==> src/mean_and_std_deviation_defines.svh <==
// ----------------------------------------------------------------------------
// Mean and standard deviation: assertion macros
// Shared property templates for the checks at the end of the top level.
// ----------------------------------------------------------------------------
`ifndef MEAN_AND_STD_DEVIATION_DEFINES_SVH
`define MEAN_AND_STD_DEVIATION_DEFINES_SVH

// Consequent must hold in the same cycle as the antecedent.
`define MSD_ASSERT_SAME(lbl, ante, cons, msg) \
   lbl: assert property (@(posedge clock) disable iff (reset) (ante) |-> (cons)) \
      else $error(msg);

// Consequent must hold in the cycle after the antecedent.
`define MSD_ASSERT_NEXT(lbl, ante, cons, msg) \
   lbl: assert property (@(posedge clock) disable iff (reset) (ante) |=> (cons)) \
      else $error(msg);

`endif

==> src/msd_pkg.sv <==
// ----------------------------------------------------------------------------
// Mean and standard deviation package
// Widths, payload types, datapath opcodes and controller states.
// ----------------------------------------------------------------------------
package msd_pkg;

   localparam int MAX_COUNT   = 1024;
   localparam int CNT_W       = $clog2(MAX_COUNT + 1);
   localparam int SAMPLE_W    = 16;
   localparam int SQR_W       = 2 * SAMPLE_W;
   localparam int SUM_W       = 27;
   localparam int SQ_W        = 42;
   localparam int ABS_W       = SUM_W - 1;
   localparam int VAR_W       = 2 * ABS_W;
   localparam int PROD_W      = CNT_W + SQ_W;
   localparam int ROOT_W      = VAR_W / 2;
   localparam int REM_W       = ROOT_W + 3;
   localparam int DIV_W       = ABS_W;
   localparam int MEAN_W      = 16;
   localparam int DEV_W       = 16;
   localparam int COUNT_OUT_W = 11;
   localparam int MUL_STEPS   = CNT_W;
   localparam int SQRT_STEPS  = ROOT_W;
   localparam int DIV_STEPS   = DIV_W;
   localparam int STEPS_MAX   = (SQRT_STEPS > MUL_STEPS) ?
                                ((SQRT_STEPS > DIV_STEPS) ? SQRT_STEPS : DIV_STEPS) :
                                ((MUL_STEPS > DIV_STEPS) ? MUL_STEPS : DIV_STEPS);
   localparam int STEP_W      = $clog2(STEPS_MAX);

   typedef struct packed {
      logic signed [SAMPLE_W-1:0] sample;
      logic                       last_sample;
   } req_type;

   typedef struct packed {
      logic signed [MEAN_W-1:0] mean_value;
      logic [DEV_W-1:0]         std_deviation;
      logic [COUNT_OUT_W-1:0]   sample_count;
      logic                     overflowed;
   } rsp_type;

   typedef enum logic [3:0] {
      OP_NONE,
      OP_ACCUM,
      OP_SETUP,
      OP_MUL,
      OP_DIFF,
      OP_SQRT,
      OP_DLOAD_DEV,
      OP_DLOAD_MEAN,
      OP_DIV,
      OP_FINISH
   } op_type;

   typedef struct packed {
      op_type op;
   } cmd_type;

   typedef struct packed {
      logic rsp_busy;
   } status_type;

   typedef enum logic [3:0] {
      ST_ACCUM,
      ST_SETUP,
      ST_MUL,
      ST_DIFF,
      ST_SQRT,
      ST_DLOAD_DEV,
      ST_DIV_DEV,
      ST_DLOAD_MEAN,
      ST_DIV_MEAN,
      ST_FINISH
   } state_type;

endpackage

==> src/mean_and_std_deviation.sv <==
// ----------------------------------------------------------------------------
// Mean and standard deviation
// Population mean and standard deviation of a set of signed Q8.8 samples.
// ----------------------------------------------------------------------------
// Usage: send samples on the req_ channel (valid/ready), one beat each, and
// mark the final sample of a set with last_sample. Samples are accumulated at
// one per cycle while req_ready is high. Beyond MAX_COUNT samples, further
// samples are dropped and the overflowed flag of the set is raised.
// After the last beat, req_ready drops while the result is computed: a setup
// step, a shift-add multiply for n*Q, a subtract step, a bit-serial square
// root and two restoring divisions sharing one divider, each division after
// its own load step. The result beat appears on rsp_ after the final step;
// the iterative square root and divider take most of that computation.
// The result sits in an output register, so the next set is accepted while
// the receiver stalls; only when that next set finishes as well does the
// block hold in its final step until the earlier beat is taken.
// Reset clears the accumulators and the result valid; no clearing pass.
// ----------------------------------------------------------------------------
`include "mean_and_std_deviation_defines.svh"

module mean_and_std_deviation (
   input  logic             clock,
   input  logic             reset,
   input  logic             req_valid,
   output logic             req_ready,
   input  msd_pkg::req_type req_data,
   output logic             rsp_valid,
   input  logic             rsp_ready,
   output msd_pkg::rsp_type rsp_data
);
   import msd_pkg::*;

   cmd_type    cmd;
   status_type status;

   msd_ctrl u_ctrl (
      .clock     (clock),
      .reset     (reset),
      .req_valid (req_valid),
      .req_last  (req_data.last_sample),
      .req_ready (req_ready),
      .status    (status),
      .cmd       (cmd)
   );

   msd_datapath u_datapath (
      .clock     (clock),
      .reset     (reset),
      .req_data  (req_data),
      .cmd       (cmd),
      .status    (status),
      .rsp_valid (rsp_valid),
      .rsp_ready (rsp_ready),
      .rsp_data  (rsp_data)
   );

   `MSD_ASSERT_NEXT(a_last_starts_compute, req_valid && req_ready && req_data.last_sample, cmd.op == OP_SETUP && !req_ready, "last sample did not start computation")
   `MSD_ASSERT_SAME(a_accum_on_beat, cmd.op == OP_ACCUM, req_valid && req_ready, "accumulate without an input beat")
   `MSD_ASSERT_SAME(a_finish_when_free, cmd.op == OP_FINISH, !status.rsp_busy, "result overwrote a waiting beat")
   `MSD_ASSERT_SAME(a_overflow_count, rsp_valid && rsp_data.overflowed, rsp_data.sample_count == COUNT_OUT_W'(MAX_COUNT), "overflow flagged below capacity")

endmodule

==> src/msd_datapath.sv <==
// ----------------------------------------------------------------------------
// Mean and standard deviation datapath
// Accumulators, serial multiplier, bit-serial square root, restoring divider
// and the result register.
// ----------------------------------------------------------------------------
module msd_datapath (
   input  logic                clock,
   input  logic                reset,
   input  msd_pkg::req_type    req_data,
   input  msd_pkg::cmd_type    cmd,
   output msd_pkg::status_type status,
   output logic                rsp_valid,
   input  logic                rsp_ready,
   output msd_pkg::rsp_type    rsp_data
);
   import msd_pkg::*;

   logic [CNT_W-1:0]        count_ff, count_in;
   logic signed [SUM_W-1:0] sum_ff, sum_in;
   logic [SQ_W-1:0]         sq_ff, sq_in;
   logic                    drop_ff, drop_in;
   logic                    neg_ff, neg_in;
   logic [ABS_W-1:0]        abs_ff, abs_in;
   logic [VAR_W-1:0]        s2_ff, s2_in;
   logic [CNT_W-1:0]        nsh_ff, nsh_in;
   logic [PROD_W-1:0]       mq_ff, mq_in;
   logic [PROD_W-1:0]       prod_ff, prod_in;
   logic [VAR_W-1:0]        var_ff, var_in;
   logic [REM_W-1:0]        rem_ff, rem_in;
   logic [ROOT_W-1:0]       root_ff, root_in;
   logic [DIV_W-1:0]        dq_ff, dq_in;
   logic [CNT_W-1:0]        dr_ff, dr_in;
   logic [DEV_W-1:0]        dev_ff, dev_in;
   logic                    rsp_valid_ff, rsp_valid_in;
   rsp_type                 rsp_ff, rsp_in;

   logic signed [SQR_W-1:0] sq_full;
   logic [SQR_W-1:0]        sq_mag;
   logic signed [SUM_W-1:0] sum_neg;
   logic [PROD_W-1:0]       diff;
   logic                    diff_ok;
   logic [REM_W-1:0]        rem_sh;
   logic [REM_W-1:0]        trial;
   logic [CNT_W:0]          div_t;
   logic                    div_ge;
   logic                    round_up;
   logic [DIV_W-1:0]        mag;
   logic [DIV_W-1:0]        mean_full;

   always_comb begin
      sq_full  = req_data.sample * req_data.sample;
      sq_mag   = sq_full;
      sum_neg  = -sum_ff;
      s2_in    = abs_ff * abs_ff;
      diff     = prod_ff - PROD_W'(s2_ff);
      diff_ok  = prod_ff >= PROD_W'(s2_ff);
      rem_sh   = {rem_ff[REM_W-3:0], var_ff[VAR_W-1 -: 2]};
      trial    = REM_W'({root_ff, 2'b01});
      div_t    = {dr_ff, dq_ff[DIV_W-1]};
      div_ge   = div_t >= {1'b0, count_ff};
      round_up = neg_ff & (|dr_ff);
      mag      = dq_ff + DIV_W'(round_up);
      mean_full = neg_ff ? -mag : mag;

      count_in     = count_ff;
      sum_in       = sum_ff;
      sq_in        = sq_ff;
      drop_in      = drop_ff;
      neg_in       = neg_ff;
      abs_in       = abs_ff;
      nsh_in       = nsh_ff;
      mq_in        = mq_ff;
      prod_in      = prod_ff;
      var_in       = var_ff;
      rem_in       = rem_ff;
      root_in      = root_ff;
      dq_in        = dq_ff;
      dr_in        = dr_ff;
      dev_in       = dev_ff;
      rsp_in       = rsp_ff;
      rsp_valid_in = rsp_valid_ff & ~rsp_ready;

      case (cmd.op)
         OP_ACCUM: begin
            if (count_ff < CNT_W'(MAX_COUNT)) begin
               count_in = count_ff + CNT_W'(1);
               sum_in   = sum_ff + SUM_W'(req_data.sample);
               sq_in    = sq_ff + SQ_W'(sq_mag);
            end else begin
               drop_in = 1'b1;
            end
         end
         OP_SETUP: begin
            neg_in  = sum_ff[SUM_W-1];
            abs_in  = ABS_W'(sum_ff[SUM_W-1] ? sum_neg : sum_ff);
            nsh_in  = count_ff;
            mq_in   = PROD_W'(sq_ff);
            prod_in = '0;
         end
         OP_MUL: begin
            if (nsh_ff[0]) begin
               prod_in = prod_ff + mq_ff;
            end
            mq_in  = mq_ff << 1;
            nsh_in = nsh_ff >> 1;
         end
         OP_DIFF: begin
            // variance times n squared; clamp at zero
            var_in  = diff_ok ? VAR_W'(diff) : '0;
            rem_in  = '0;
            root_in = '0;
         end
         OP_SQRT: begin
            var_in = var_ff << 2;
            if (rem_sh >= trial) begin
               rem_in  = rem_sh - trial;
               root_in = {root_ff[ROOT_W-2:0], 1'b1};
            end else begin
               rem_in  = rem_sh;
               root_in = {root_ff[ROOT_W-2:0], 1'b0};
            end
         end
         OP_DLOAD_DEV: begin
            dq_in = DIV_W'(root_ff);
            dr_in = '0;
         end
         OP_DLOAD_MEAN: begin
            dev_in = dq_ff[DEV_W-1:0];
            dq_in  = abs_ff;
            dr_in  = '0;
         end
         OP_DIV: begin
            dq_in = {dq_ff[DIV_W-2:0], div_ge};
            dr_in = div_ge ? CNT_W'(div_t - {1'b0, count_ff}) : div_t[CNT_W-1:0];
         end
         OP_FINISH: begin
            rsp_in.mean_value    = mean_full[MEAN_W-1:0];
            rsp_in.std_deviation = dev_ff;
            rsp_in.sample_count  = COUNT_OUT_W'(count_ff);
            rsp_in.overflowed    = drop_ff;
            rsp_valid_in         = 1'b1;
            // clear for the next set
            count_in = '0;
            sum_in   = '0;
            sq_in    = '0;
            drop_in  = 1'b0;
         end
         default: begin
         end
      endcase
   end

   always_ff @(posedge clock) begin
      if (reset) begin
         count_ff     <= '0;
         sum_ff       <= '0;
         sq_ff        <= '0;
         drop_ff      <= 1'b0;
         rsp_valid_ff <= 1'b0;
      end else begin
         count_ff     <= count_in;
         sum_ff       <= sum_in;
         sq_ff        <= sq_in;
         drop_ff      <= drop_in;
         rsp_valid_ff <= rsp_valid_in;
      end
   end

   always_ff @(posedge clock) begin
      neg_ff  <= neg_in;
      abs_ff  <= abs_in;
      s2_ff   <= s2_in;
      nsh_ff  <= nsh_in;
      mq_ff   <= mq_in;
      prod_ff <= prod_in;
      var_ff  <= var_in;
      rem_ff  <= rem_in;
      root_ff <= root_in;
      dq_ff   <= dq_in;
      dr_ff   <= dr_in;
      dev_ff  <= dev_in;
      rsp_ff  <= rsp_in;
   end

   assign status.rsp_busy = rsp_valid_ff & ~rsp_ready;
   assign rsp_valid       = rsp_valid_ff;
   assign rsp_data        = rsp_ff;

endmodule

==> src/msd_ctrl.sv <==
// ----------------------------------------------------------------------------
// Mean and standard deviation controller
// Sequences accumulation, then multiply, square root and the two divisions.
// ----------------------------------------------------------------------------
module msd_ctrl (
   input  logic                clock,
   input  logic                reset,
   input  logic                req_valid,
   input  logic                req_last,
   output logic                req_ready,
   input  msd_pkg::status_type status,
   output msd_pkg::cmd_type    cmd
);
   import msd_pkg::*;

   state_type         state_ff, state_in;
   logic [STEP_W-1:0] step_ff, step_in;

   always_ff @(posedge clock) begin
      if (reset) begin
         state_ff <= ST_ACCUM;
         step_ff  <= '0;
      end else begin
         state_ff <= state_in;
         step_ff  <= step_in;
      end
   end

   always_comb begin
      state_in  = state_ff;
      step_in   = step_ff;
      cmd.op    = OP_NONE;
      req_ready = 1'b0;

      case (state_ff)
         ST_ACCUM: begin
            req_ready = 1'b1;
            if (req_valid) begin
               cmd.op = OP_ACCUM;
               if (req_last) begin
                  state_in = ST_SETUP;
               end
            end
         end
         ST_SETUP: begin
            cmd.op   = OP_SETUP;
            step_in  = '0;
            state_in = ST_MUL;
         end
         ST_MUL: begin
            cmd.op = OP_MUL;
            if (step_ff == STEP_W'(MUL_STEPS - 1)) begin
               step_in  = '0;
               state_in = ST_DIFF;
            end else begin
               step_in = step_ff + STEP_W'(1);
            end
         end
         ST_DIFF: begin
            cmd.op   = OP_DIFF;
            state_in = ST_SQRT;
         end
         ST_SQRT: begin
            cmd.op = OP_SQRT;
            if (step_ff == STEP_W'(SQRT_STEPS - 1)) begin
               step_in  = '0;
               state_in = ST_DLOAD_DEV;
            end else begin
               step_in = step_ff + STEP_W'(1);
            end
         end
         ST_DLOAD_DEV: begin
            cmd.op   = OP_DLOAD_DEV;
            state_in = ST_DIV_DEV;
         end
         ST_DIV_DEV: begin
            cmd.op = OP_DIV;
            if (step_ff == STEP_W'(DIV_STEPS - 1)) begin
               step_in  = '0;
               state_in = ST_DLOAD_MEAN;
            end else begin
               step_in = step_ff + STEP_W'(1);
            end
         end
         ST_DLOAD_MEAN: begin
            cmd.op   = OP_DLOAD_MEAN;
            state_in = ST_DIV_MEAN;
         end
         ST_DIV_MEAN: begin
            cmd.op = OP_DIV;
            if (step_ff == STEP_W'(DIV_STEPS - 1)) begin
               step_in  = '0;
               state_in = ST_FINISH;
            end else begin
               step_in = step_ff + STEP_W'(1);
            end
         end
         ST_FINISH: begin
            // hold while the previous result beat is still waiting
            if (!status.rsp_busy) begin
               cmd.op   = OP_FINISH;
               state_in = ST_ACCUM;
            end
         end
         default: begin
            state_in = ST_ACCUM;
         end
      endcase
   end

endmodule
==> config.mk <==
export PLATFORM = sky130hd
export DESIGN_NAME = mean_and_std_deviation
export DESIGN_NICKNAME = d
export VERILOG_FILES = /design/src/msd_pkg.sv /design/src/mean_and_std_deviation.sv /design/src/msd_datapath.sv /design/src/msd_ctrl.sv
export VERILOG_INCLUDE_DIRS = /design/src /design/src/src
export SDC_FILE = /design/constraint.sdc
export NUM_CORES = 2
export LEC_CHECK = 0
export BUFFER_PORTS_ARGS = -buffer_cell sky130_fd_sc_hd__buf_2
export CAP_MARGIN = 20
export CORE_MARGIN = 1
export CORE_UTILIZATION = 41
export CTS_CLUSTER_SIZE = 24
export DETAILED_ROUTE_END_ITERATION = 10
export PLACE_DENSITY = 0.56
export SYNTH_ARGS = -nofsm -noshare
export SYNTH_HDL_FRONTEND = slang
export SYNTH_HIERARCHICAL = 1
export SYNTH_SLANG_ARGS = --single-unit
==> constraint.sdc <==
create_clock -name clock -period 15.1 [get_ports clock]
set_input_delay 1.51 -clock clock [delete_from_list [all_inputs] [get_ports clock]]
set_output_delay 1.51 -clock clock [all_outputs]
set_load 0.005 [all_outputs]
======== Word-level counts from Yosys, hierarchy flattened ========
Index checks and enable logic that the tools add are counted.
storage, ports and cells
  word-level logic and storage cells ...... 127
  flip-flop bits (word level) ............. 489
operators by class
  multiply operators ...................... 2
  magnitude comparators ................... 4
  eq/ne operators ......................... 30
  multiplexer cells ....................... 39
  bitwise logic cells ..................... 3
  add/sub/neg operators ................... 11
  reduce and logical (&&, ||, !) cells .... 15
operators by type and width
  cell                                                                   number
  53-bit one-hot mux with 2 select lines                                 2
  27-bit one-hot mux with 2 select lines                                 2
  52-bit one-hot mux with 2 select lines                                 1
  42-bit one-hot mux with 2 select lines                                 1
  26-bit one-hot mux with 3 select lines                                 1
  11-bit one-hot mux with 2 select lines                                 3
  27-bit 2-to-1 mux                                                      2
  53-bit adder                                                           1
  53-bit by 52-bit greater-or-equal comparator with 1-bit output         1
  53-bit 2-to-1 mux                                                      1
  26-bit by 26-bit multiplier with 52-bit output                         1
  52-bit 2-to-1 mux                                                      1
  26-bit one-hot mux with 2 select lines                                 1
  52-bit subtractor                                                      1
  42-bit by 32-bit adder with 42-bit output                              1
  42-bit 2-to-1 mux                                                      1
  4-bit one-hot mux with 10 select lines                                 1
  4-bit one-hot mux with 9 select lines                                  1
  4-bit by 3-bit equality test with 1-bit output, second input constant  8
  16-bit by 16-bit multiplier with 32-bit output                         1
  4-bit 2-to-1 mux                                                       8
  29-bit by 28-bit greater-or-equal comparator with 1-bit output         1
  27-bit by 16-bit adder with 27-bit output                              1
  27-bit subtractor                                                      1
  other kinds (32)                                                       61

======== Logic depth before layout (Yosys ltp) ========
  word-level depth ........................ 7
  gate-level depth with buffers ........... 37
  gate-level depth less buffers ........... 36

======== Modules after synthesis ========
Netlist, hierarchy kept.
by module, submodules not included
  module        times used  sequential area each (µm²)  cells each  area an instance (µm²)
  msd_datapath  1           13052.5                     5940        56206.4
  msd_ctrl      1           180.2                       85          696.9

======== Worst setup path before layout ========
No wires, ideal clock.
  kind .................................... input -> register
  start ................................... in rsp_ready
  end ..................................... reg u_datapath.var_ff[38], data pin
  data required time ...................... 14.838 ns
  slack ................................... 3.180 ns
  cell stages on the path ................. 8
  arrival ................................. 11.658 ns
  library setup time ...................... 0.262 ns
  path through ............................ nor2b_1 > a21oi_1 > a31o_2 > nor3b_1 > nand2_1 > a31oi_2 > buf_2 > o21ai_0
RTL lines
  item                  RTL line                      RTL
  start, declared       mean_and_std_deviation.sv:28  input logic rsp_ready,
  end signal, assigned  msd_datapath.sv:176           var_ff <= var_in;
  end, declared         msd_datapath.sv:28            logic [VAR_W-1:0] var_ff, var_in;

======== Final worst setup path ========
  start ................................... in req_data[16] in the netlist's numbering
  end ..................................... reg u_datapath.sq_ff[41]
on the way
  word-level cells in the longest chain between the ends .. 4
ends and longest elaborated chain
  item                                            RTL line                      RTL
  start, declared                                 mean_and_std_deviation.sv:26  input msd_pkg::req_type req_data,
  16-bit by 16-bit multiplier with 32-bit output  msd_datapath.sv:51            sq_full = req_data.sample * req_data.sample;
  42-bit by 32-bit adder with 42-bit output       msd_datapath.sv:88            sq_in = sq_ff + SQ_W'(sq_mag);
  42-bit 2-to-1 mux                               msd_datapath.sv:85            if (count_ff < CNT_W'(MAX_COUNT)) begin
  42-bit one-hot mux with 2 select lines          msd_datapath.sv:83            case (cmd.op)
  end signal, assigned                            msd_datapath.sv:163           sq_ff <= sq_in;
  end, declared                                   msd_datapath.sv:20            logic [SQ_W-1:0] sq_ff, sq_in;
Every way passes these cells. The select of a mux whose other input is x is not followed.
A chain may end at the register's enable or synchronous reset.

==> metrics.md <==
| Metric | Value |
|---|---|
| Avg Cell Area, Syn | `9.44 um2` |
| Final GP Congestion | `0.899` |
| Top cells by count, synth | `inv_1 (1094), fa_1 (754), nand2_1 (621), ha_1 (494), nor2_1 (390)` |
| Max Fclk | `105 MHz` |
| Largest area contributor in the netlist | `fa_1` |
| Ys async rst share | `0%` |
| Final Hold Viols | `0` |
| DR pass1 iterations | `5` |
| Mapped Nets | `7294` |
| Startpoint class of the critical path | `primary input` |
| Crit path from | `req_data[16]` |
| Global-route wire length before repair | `240000 um` |
| Met3 wire length | `5670 um` |
| DIE HEIGHT | `375 um` |
| R2r endpoint | `u_datapath/s2_ff[45]` |
| CTS Buffer Depth | `3` |
| CP max-delay cell | `clkinv_1` |
| Vias per inst | `5.20` |
| Post-route ant nets | `0` |
| Final period util | `63.2%` |
| Max Cap Viol | `0` |
| Total gr overflow | `0` |
| EDFF count, synth | `346` |
| Crit path kind | `in2reg` |
| Initial core utilization | `41.3%` |
| Tmin final | `9540 ps` |
| Worst skew pair latency | `690 ps` |
| Post-DP HPWL | `115000 um` |
| Top Ports | `67` |
| Setup Viol. Count Final | `0` |
| Critical Path Sink | `u_datapath/sq_ff[41]` |
| Cell count after synthesis | `6025` |
| Yosys warnings | `6` |
| DRT met1 WL | `64500 um` |
| Dominant synthesized flop cell | `edfxtp_1` |
| CP bufs+invs | `5` |
| CP arrival | `10080 ps` |
| Setup TNS | `0 ps` |
| Relative slew slack | `33.1%` |
| Via count | `40.8k` |
| Mean routed wirelength per cell | `18.7 um` |
| Clock sink count | `488` |
| Count leader, synth | `inv_1` |
| Crit-path max FO | `33` |
| Top routing layer in use | `met5` |
| Slowest stage delay, CP | `690 ps` |
| Placed insts | `7742` |
| Worst min path class | `reg2reg` |
| Rows | `136` |
| Delay-heaviest family, CP | `adder cells` |
| All-Layer GR Usage | `21.6%` |
| R2R setup slack | `6590 ps` |
| Nets | `7280` |
| Flops & latches, synth | `488` |
| Area Growth Syn to Fin | `7.58%` |
| H-tree depth | `2` |
| PortBufs | `66` |
| Setup repair after global routing missed its margin | `false` |
| Clock slew at reported path FFs | `60 ps` |
| Share of cells above drive strength 1 | `4.65%` |
| Synth top area cells | `fa_1 (27%), edfxtp_1 (18%), ha_1 (11%)` |
| Final std cells w/o fill | `7855` |
| Post-synthesis sequential area ratio | `23.3%` |
| N_diodes | `0` |
| Critical R2R Launch | `u_datapath/abs_ff[10]` |
| Status | `completed` |
| Worst r2r path cells | `25` |
| Top cell type's share of synthesized area | `26.5%` |
| Crit-path most repeated cell | `fa_1` |
| Root buf cell | `clkbuf_16` |
| WP data required | `15640 ps` |
| Post-CTS Resized | `0` |
| Core area | `0.138 mm2` |
| Clock Skew | `58.9 ps` |
| Vias in the first global route | `43.3k` |
| Hold_buf cts | `0` |
| CP Capture Type | `flip-flop` |
| CTS tree | `built` |
| DRT Wirelength | `147000 um` |
| Die area | `0.140 mm2` |
| Netlist cell types | `88` |
| DRC viols | `0` |
| Die extent in x | `375 um` |
| Post-CTS repair timing setup buffer count | `0` |
| Initial antenna violation count | `3` |
| Stages on the worst setup path | `31` |
| Cts bufs inserted | `59` |
| Routed wl met2 | `72500 um` |
| DRT iter0 DRCs | `2031` |
| Slew @ Worst Pin | `1000 ps` |
| Post-Synthesis Cell Area | `0.0569 mm2` |
| Largest net degree at the start of global routing | `94` |
| Slew Viols, Final | `0` |
## layout make-up
class	count	area, um2
Fill cell	13300	76400
Multi-Input combinational cell	4245	38900
Sequential cell	488	13200
Inverter	1099	4130
Tap cell	1794	2240
Clock buffer	77	1670
Timing Repair Buffer	118	733
Clock inverter	34	350
## routing by layer
layer,track usage (%),up-vias
met1,28.1,20300
met4,5.75,2
met5,0,-
li1,-,19600
met3,2.24,188
met2,38.0,759
## stage by stage
stage               cell area (um2)  hold WS (ps)  util, %  setup slack [ps]
detailed placement            59200           406     43.0              4860
floorplan                     56900           400        -              3180
finish                        61200           417     44.5              5560
global placement              59200           401     43.0              4990
CTS                           61200           419     44.4              5620
global route                  61200           422     44.5              5010
## worst min path at each step
stage / cells past startpoint / start / end / slack, ps
after floorplan: 0 / u_datapath/dev_ff[0] / u_datapath/rsp_data[12] / 400
after global placement: 0 / u_datapath/dev_ff[6] / u_datapath/rsp_data[18] / 400
after detailed placement: 0 / u_datapath/dev_ff[6] / u_datapath/rsp_data[18] / 410
after CTS: 0 / u_datapath/dev_ff[7] / u_datapath/rsp_data[19] / 420
after global routing: 0 / u_datapath/dev_ff[14] / u_datapath/rsp_data[26] / 420
final: 0 / u_datapath/dev_ff[12] / u_datapath/rsp_data[24] / 420
## state kept, by name, summed over array words and instances, names as in the netlist, 26 cells and up
signal,flops
u_datapath/sq_ff,42
u_datapath/var_ff,52
u_datapath/sum_ff,27
u_datapath/s2_ff,51
u_datapath/rem_ff,27
u_datapath/mq_ff,53
u_datapath/dq_ff,26
u_datapath/abs_ff,26
u_datapath/root_ff,26
u_datapath/prod_ff,53
u_datapath/rsp_data,44
## cell families (layout without fill, tap and decap cells)
kind of cell    Yosys count  count (layout)  synth area share [%]
compound gates         1003            1003                  11.6
buf+inv                1292            1328                  8.59
simple gates           1626            1626                  13.4
fa+ha+maj              1248            1248                  37.4
flops                   488             488                  23.3
xor+xnor                336             336                  5.17
mux                      32              32                 0.567
## worst reg2reg max path, cell delays in order (launching register included)
cell      delay (ps)
edfxtp_1         340
buf_4            370
clkinv_1         660
fa_1             750
inv_1             50
fa_1             420
fa_1             520
inv_1             60
fa_1             510
inv_1             70
fa_1             530
inv_1             60
fa_1             490
inv_1             50
fa_1             440
ha_1             340
and3_1           260
a221o_1          420
a211oi_1         320
nor3b_1          200
a41o_1           310
a41o_1           280
o41ai_1          450
o21ai_0          170
a21oi_1          250
xnor2_1          160
## cells in the final DEF, fill, tap and decap left out, types with 14 or more instances in the layout
cell and instances:
a31oi_1 30, clkbuf_16 61, o21ai_0 205, o211ai_1 18, nor2b_1 45, a21o_1 159
o21bai_1 29, inv_1 1092, o31ai_1 20, xor2_1 107, and2_1 224, and3_1 38
or3_1 18, xnor2_1 229, or2_2 17, a211oi_1 40, nor4_1 14, fa_1 754
mux2i_1 30, a21boi_0 15, edfxtp_1 346, nor2_1 385, nor3_1 44, a22oi_1 64
a22o_1 23, a21oi_1 246, o21a_1 33, buf_4 51, nand2b_1 45, ha_1 494
buf_2 66, dfxtp_1 142, nand3_1 75, nand2_1 619, nand4_1 41
Power is not shown: default switching activity piles up to over one toggle a cycle in this logic, so the estimate is an artifact.
